<file path="config.mk">
export PLATFORM = sky130hd
export DESIGN_NAME = affine_float_quantizer
export DESIGN_NICKNAME = d
export VERILOG_FILES = /design/src/rtl/afq_pkg.sv /design/src/rtl/affine_float_quantizer.sv
export SDC_FILE = /design/constraint.sdc
export NUM_CORES = 2
export LEC_CHECK = 0
export BUFFER_PORTS_ARGS = -buffer_cell sky130_fd_sc_hd__buf_2
export CAP_MARGIN = 20
export CORE_AREA = 2 2 202 283
export DETAILED_ROUTE_END_ITERATION = 10
export DIE_AREA = 0 0 204 285
export PLACE_DENSITY_LB_ADDON = 0.2
export SLEW_MARGIN = 40
export SYNTH_ARGS = -nofsm -noshare
export SYNTH_HDL_FRONTEND = slang
export SYNTH_SLANG_ARGS = --single-unit
</file>
<file path="constraint.sdc">
create_clock -name clk -period 8.8 [get_ports clk]
set_clock_uncertainty 0.05 [all_clocks]
set_input_delay 0.44 -clock clk [delete_from_list [all_inputs] [get_ports clk]]
set_output_delay 0.44 -clock clk [all_outputs]
set_load 0.02 [all_outputs]
</file>
<file path="src/rtl/afq_pkg.sv">
// Package for the affine float quantizer: register addresses, output modes, limits.
// No dependencies.
`default_nettype none
package afq_pkg;
  localparam int unsigned AddrWidth = 4;
  localparam logic [AddrWidth-1:0] AddrScale = 4'h0;
  localparam logic [AddrWidth-1:0] AddrZero  = 4'h4;
  localparam logic [AddrWidth-1:0] AddrType  = 4'h8;
  localparam logic [31:0] ScaleReset = 32'h3F80_0000;

  typedef enum logic {
    OUT_U8  = 1'b0,
    OUT_S16 = 1'b1
  } out_type_t;

  localparam logic signed [15:0] U8Max  = 16'sd255;
  localparam logic signed [15:0] U8Min  = 16'sd0;
  localparam logic signed [15:0] S16Max = 16'sd32767;
  localparam logic signed [15:0] S16Min = -16'sd32767;
endpackage
`default_nettype wire

</file>
<file path="src/rtl/affine_float_quantizer.sv">
// Top level of the affine float quantizer: float multiply, round, offset, saturate.
// Depends on afq_pkg.
//
// Usage:
//  - Input channel: value_bits with in_valid/in_ready, one fp32 element per item.
//  - Output channel: quantized with out_valid/out_ready, one result per item.
//  - APB port sets scale_inverse (0x0), zero_point (0x4), out_type (0x8).
//    Write configuration only while no item is in flight.
// Pipeline: input register -> 24x24 significand multiply -> product register ->
//   align/round/offset/saturate -> output register; one item per cycle sustained
//   while out_ready is high.
// Each stage advances when the next stage is empty or being drained, so a stall
//   on out_ready backs up stage by stage; in_ready drops only when all are full.
// Reset (rst, synchronous) empties the pipeline and loads scale 1.0,
//   zero point 0 and unsigned 8-bit mode.
// NaN products give the low end of the range; infinities and huge values
//   saturate. Exponent alignment is a single barrel shift of the product.
`default_nettype none
module affine_float_quantizer (
  input  wire logic        clk,
  input  wire logic        rst,
  input  wire logic        in_valid,
  output logic             in_ready,
  input  wire logic [31:0] value_bits,
  output logic             out_valid,
  input  wire logic        out_ready,
  output logic signed [15:0] quantized,
  input  wire logic        psel,
  input  wire logic        penable,
  input  wire logic        pwrite,
  input  wire logic [afq_pkg::AddrWidth-1:0] paddr,
  input  wire logic [31:0] pwdata,
  output logic [31:0]      prdata,
  output logic             pready
);
  logic [31:0] scale_inverse;
  logic [7:0]  zero_point;
  afq_pkg::out_type_t out_type;

  assign pready = 1'b1;
  always_ff @(posedge clk) begin
    if (rst) begin
      scale_inverse <= afq_pkg::ScaleReset;
      zero_point    <= 8'd0;
      out_type      <= afq_pkg::OUT_U8;
    end else if (psel && penable && pwrite) begin
      case (paddr)
        afq_pkg::AddrScale: scale_inverse <= pwdata;
        afq_pkg::AddrZero:  zero_point    <= pwdata[7:0];
        afq_pkg::AddrType:  out_type      <= afq_pkg::out_type_t'(pwdata[0]);
        default: ;
      endcase
    end
  end
  always_comb begin
    case (paddr)
      afq_pkg::AddrScale: prdata = scale_inverse;
      afq_pkg::AddrZero:  prdata = {24'd0, zero_point};
      afq_pkg::AddrType:  prdata = {31'd0, out_type};
      default:            prdata = 32'd0;
    endcase
  end

  // Stage valids and advance enables.
  logic v1, v2, v3;
  logic adv1, adv2, adv3;
  assign adv3 = !v3 || out_ready;
  assign adv2 = !v2 || adv3;
  assign adv1 = !v1 || adv2;
  assign in_ready = adv1;
  assign out_valid = v3;

  always_ff @(posedge clk) begin
    if (rst) begin
      v1 <= 1'b0; v2 <= 1'b0; v3 <= 1'b0;
    end else begin
      if (adv1) v1 <= in_valid;
      if (adv2) v2 <= v1;
      if (adv3) v3 <= v2;
    end
  end

  // Stage 1: input register.
  logic [31:0] x1;
  always_ff @(posedge clk) begin
    if (adv1 && in_valid) x1 <= value_bits;
  end

  // Stage 1 decode and multiply.
  logic        xs, ks;
  logic [7:0]  xe, ke;
  logic [22:0] xf, kf;
  logic        x_nan, k_nan, x_inf, k_inf, x_zero, k_zero;
  logic [23:0] xm, km;
  logic [9:0]  xeu, keu;
  always_comb begin
    xs = x1[31]; xe = x1[30:23]; xf = x1[22:0];
    ks = scale_inverse[31]; ke = scale_inverse[30:23]; kf = scale_inverse[22:0];
    x_nan  = (xe == 8'hFF) && (xf != 23'd0);
    k_nan  = (ke == 8'hFF) && (kf != 23'd0);
    x_inf  = (xe == 8'hFF) && (xf == 23'd0);
    k_inf  = (ke == 8'hFF) && (kf == 23'd0);
    x_zero = (xe == 8'd0) && (xf == 23'd0);
    k_zero = (ke == 8'd0) && (kf == 23'd0);
    xm  = {(xe != 8'd0), xf};
    km  = {(ke != 8'd0), kf};
    xeu = (xe == 8'd0) ? 10'd1 : {2'd0, xe};
    keu = (ke == 8'd0) ? 10'd1 : {2'd0, ke};
  end

  // Product register.
  logic [47:0] pm2;
  logic [9:0]  pe2;
  logic        ps2, pnan2, pinf2;
  always_ff @(posedge clk) begin
    if (adv2 && v1) begin
      pm2   <= xm * km;
      pe2   <= xeu + keu;
      ps2   <= xs ^ ks;
      pnan2 <= x_nan || k_nan || (x_inf && k_zero) || (k_inf && x_zero);
      pinf2 <= (x_inf || k_inf) && !x_nan && !k_nan;
    end
  end

  // Stage 2: value = pm2 * 2^(pe2 - 300). Integer part = pm2 >> (300 - pe2).
  // Keep one extra bit for the half. Magnitudes >= 2^33 saturate.
  logic [9:0]  sh;
  logic        big;
  logic [33:0] ih;       // integer part with half bit appended
  logic [33:0] mag;      // rounded magnitude
  logic signed [35:0] sv;
  logic signed [15:0] res;
  always_comb begin
    // pe2 ranges 2..510 (2..508 for finite inputs). Value >= 2^33 if msb position 47 + pe2 - 300 >= 33.
    big = pinf2 || ((pm2 != 48'd0) && (pe2 >= 10'd286));
    sh  = 10'd299 - pe2; // shift keeping one fraction bit
    if (big) begin
      ih = '1;
    end else if (pe2 > 10'd299) begin
      ih = 34'(pm2 << (pe2 - 10'd299));
    end else if (sh > 10'd47) begin
      ih = 34'd0;
    end else begin
      ih = 34'(pm2 >> sh[5:0]);
    end
    mag = big ? 34'h3_FFFF_FFFF : ({1'b0, ih[33:1]} + {33'd0, ih[0]});
    sv  = ps2 ? -$signed({2'b00, mag}) : $signed({2'b00, mag});
    sv  = sv + $signed({28'd0, zero_point});
    if (out_type == afq_pkg::OUT_U8) begin
      if (pnan2) res = afq_pkg::U8Min;
      else if (sv > 36'sd255) res = afq_pkg::U8Max;
      else if (sv < 36'sd0) res = afq_pkg::U8Min;
      else res = 16'(sv);
    end else begin
      if (pnan2) res = afq_pkg::S16Min;
      else if (sv > 36'sd32767) res = afq_pkg::S16Max;
      else if (sv < -36'sd32767) res = afq_pkg::S16Min;
      else res = 16'(sv);
    end
  end

  always_ff @(posedge clk) begin
    if (adv3 && v2) quantized <= res;
  end
endmodule
`default_nettype wire

</file>
==> impl_metrics.toml <==
[cts]
cts_sinks = 152
root_buffer = "clkbuf_16"
path_clk_slew_ns = 0.10
cts_buffer_depth = 2
htreeDepth = 4
postCtsHoldBufs = 0
clock_latency_ns = 0.49
cts_tree = "built"
cts_inserted_buffers = 17

[synthesis]
ys_seq_elements = 152
synth_edf_count = 108
synth_top_area_cell = "fa_1"
syn-cell-area_um2 = 32500
ys.warnings.count = 0
synth_flop_cell = "edfxtp_1"
post-synth-top-count-cell = "nand2_1"
seq_area_frac_synth = 0.127
synth_area_per_cell_um2 = 8.98
synth-async-reset-ratio = 0
synth_area_leaders = "fa_1 30%, edfxtp_1 10%, ha_1 7.6%"
syn_inst = 3624
yosys.cell_types.count = 110
synthTopCellsByCount = "540 x nand2_1, 512 x inv_1, 484 x fa_1"
synth_fp_nets = 4380
synth_top_area_frac = 0.298

[sta]
maxSlewHeadroom = 0.418
rsz0062_at_grt = "yes"
period_share = 0.947
hold_viol = 0
maxSlewViolCount = 0
tightest_slew_ns = 0.866
setup_tns_ns = 0
period_minus_slack_ns = 8.33
setup_viol = 0
fmaxAchievable_mhz = 120
whs_ns = 0.0628

[finish]
multiInputGateArea_um2 = 25700
num-fill-cells = 4819
fin_util = 0.634
syn2layout_area_growth_pct = 9.04
design_area_um2 = 35500
nets = 4496
fin_cells = 4489
drive_gt1_frac = 0.139
register_area_um2 = 4130

[route]
drt-initial-drc-count = 2067
routed_wl_um = 103000
wl_per_cell_um = 23.0
first_pass_iters = 6
viasPerCell = 6.24
drtAntennaViolNets = 0
drc_errors = 0
vias = 28001

[setup_path]
r2r_setup_slack_ns = 0.47
r2r-start = "x1[7]"
crit_buf_inv = 6
path_class = "reg2reg"
cp_max_fo = 14
critPathRequiredTime_ns = 8.97
regToRegEndpoint = "pm2[46]"
critPathTopFamily = "adder cells"
cp.arrival_ns = 8.50
cpPeakStageDelay_ns = 0.55
reg2regPathDepth = 30
end_kind = "flop"
cpMostUsedCell = "fa_1"
slowest_stage = "edfxtp_1"
crit_path_start_kind = "flop"

[floorplanning]
core_area_um2 = 55900
dieHeight_um = 285
row_count = 103
initial_core_util = 0.582
die_x_um = 204
ios = 126
die_area_um2 = 58100

[global_routing]
grt_max_degree = 63
grt_usage = 0.365
antenna_found_initial = 4
first_global_vias = 29144
gr-total-overflow = 0
grt_pass1_wl_um = 162000

[outcome]
status = "complete, no violations"

[run]
maxCapViolCount = 0

[place]
placed_cell_area_um2 = 34500
dp_hpwl_um = 83400
io_buffers = 124
dp.cells = 4435
routabilityCongestion = 0.991

[hold_path]
hold_depth = 1
min_path_type = "in2reg"
min_from = "value_bits[11]"
holdPathEnd = "x1[11]"

[power_and_ir_drop]
peakVddDrop_v = 0.000122
power.density_nw_per_um2 = 77.6
p_leak_nw = 15.9
## how the worst max path moves through the flow
stage | start | endpoint | depth (start not counted)
2_1_floorplan | pe2[2] | quantized[0] | 36
3_3_place_gp | pe2[2] | quantized[4] | 33
3_5_place_dp | pe2[2] | quantized[2] | 33
4_1_cts | pe2[2] | quantized[2] | 33
5_1_grt | pe2[2] | quantized[4] | 30
6_report | x1[7] | pm2[46] | 30
## worst register-to-register path: cells and delay by family, from the launching register on
| kind | cells | cell delay (ns) |
|---|---|---|
| XOR/XNOR | 1 | 0.09 |
| AO/OA/AOI/OAI | 12 | 2.72 |
| adder cells (fa/ha/maj) | 8 | 3.49 |
| flip-flops | 1 | 0.55 |
| AND/OR/NAND/NOR | 3 | 0.62 |
| buffers and inverters | 6 | 0.52 |
## report_power, final
part	internal, mW	total, mW	leakage [nW]	switching [mW]
Combinational	0.434	1.10	14.2	0.668
Sequential	0.805	0.866	1.40	0.0613
Clock	0.388	0.785	0.300	0.397
## through the flow
| stage | worst slack [ns] | total power, mW |
|---|---|---|
| after global placement | 0.209 | 1.92 |
| after detailed placement | 0.143 | 1.93 |
| after floorplan | 0.0201 | 1.56 |
| final | 0.468 | 2.75 |
| after CTS | 0.128 | 2.71 |
| after global routing | -0.0782 | 2.86 |
## placed cells by master, fill, tap and decap left out, drive strengths merged, types with 36 or more instances in the layout
cell	instances
a21oi	96
and2	262
buf	325
dfxtp	44
edfxtp	108
fa	484
ha	197
inv	517
mux2	36
mux2i	77
mux4	55
nand2	542
nand3	50
nand4	37
nor2	143
nor3	61
nor4	48
o21ai	69
xnor2	79
xor2	38
## layer usage
metal	GRT usage	part of all wire	up-vias
met2	0.641	0.52	1330
met3	0.0567	0.060	527
met5	0	0.00037	-
met4	0.285	0.094	6
met1	0.389	0.33	13856
li1	-	-	12282
## timing repair
item / CTS / global route
resized for setup: 0 / 18
setup buffers: 0 / 20
endpoints found under the setup margin: 0 / 24
## sequential cells by signal, indices dropped and copies added (netlist names), 8 cells and up
register	flops
scale_inverse	32
pe2	9
zero_point	8
quantized	16
pm2	48
x1	32
## area by class of cell
cell class / instances / area share
well taps: 735 / 0.0259
diodes: 1 / 0.0000705
flip-flops and latches: 152 / 0.116
inverters: 514 / 0.0545
clock buffers: 17 / 0.0120
multi-input cells: 2730 / 0.723
repair buffers: 325 / 0.0625
clock inverters: 15 / 0.00561
## cell families (layout without fill, tap and decap cells)
| kind of cell | Yosys count | after routing | synth area share |
|---|---|---|---|
| AOI/OAI and AO/OA | 457 | 457 | 0.103 |
| xor gates and xnor gates | 118 | 118 | 0.0322 |
| adders and majority gates | 681 | 681 | 0.374 |
| buffers and inverters | 742 | 871 | 0.0904 |
| DFF | 152 | 152 | 0.127 |
| muxes | 168 | 168 | 0.0742 |
| other | 1 | 2 | 0.000115 |
| and+or+nand+nor | 1305 | 1305 | 0.200 |
Note: power is estimated with default switching activity, not from simulation.
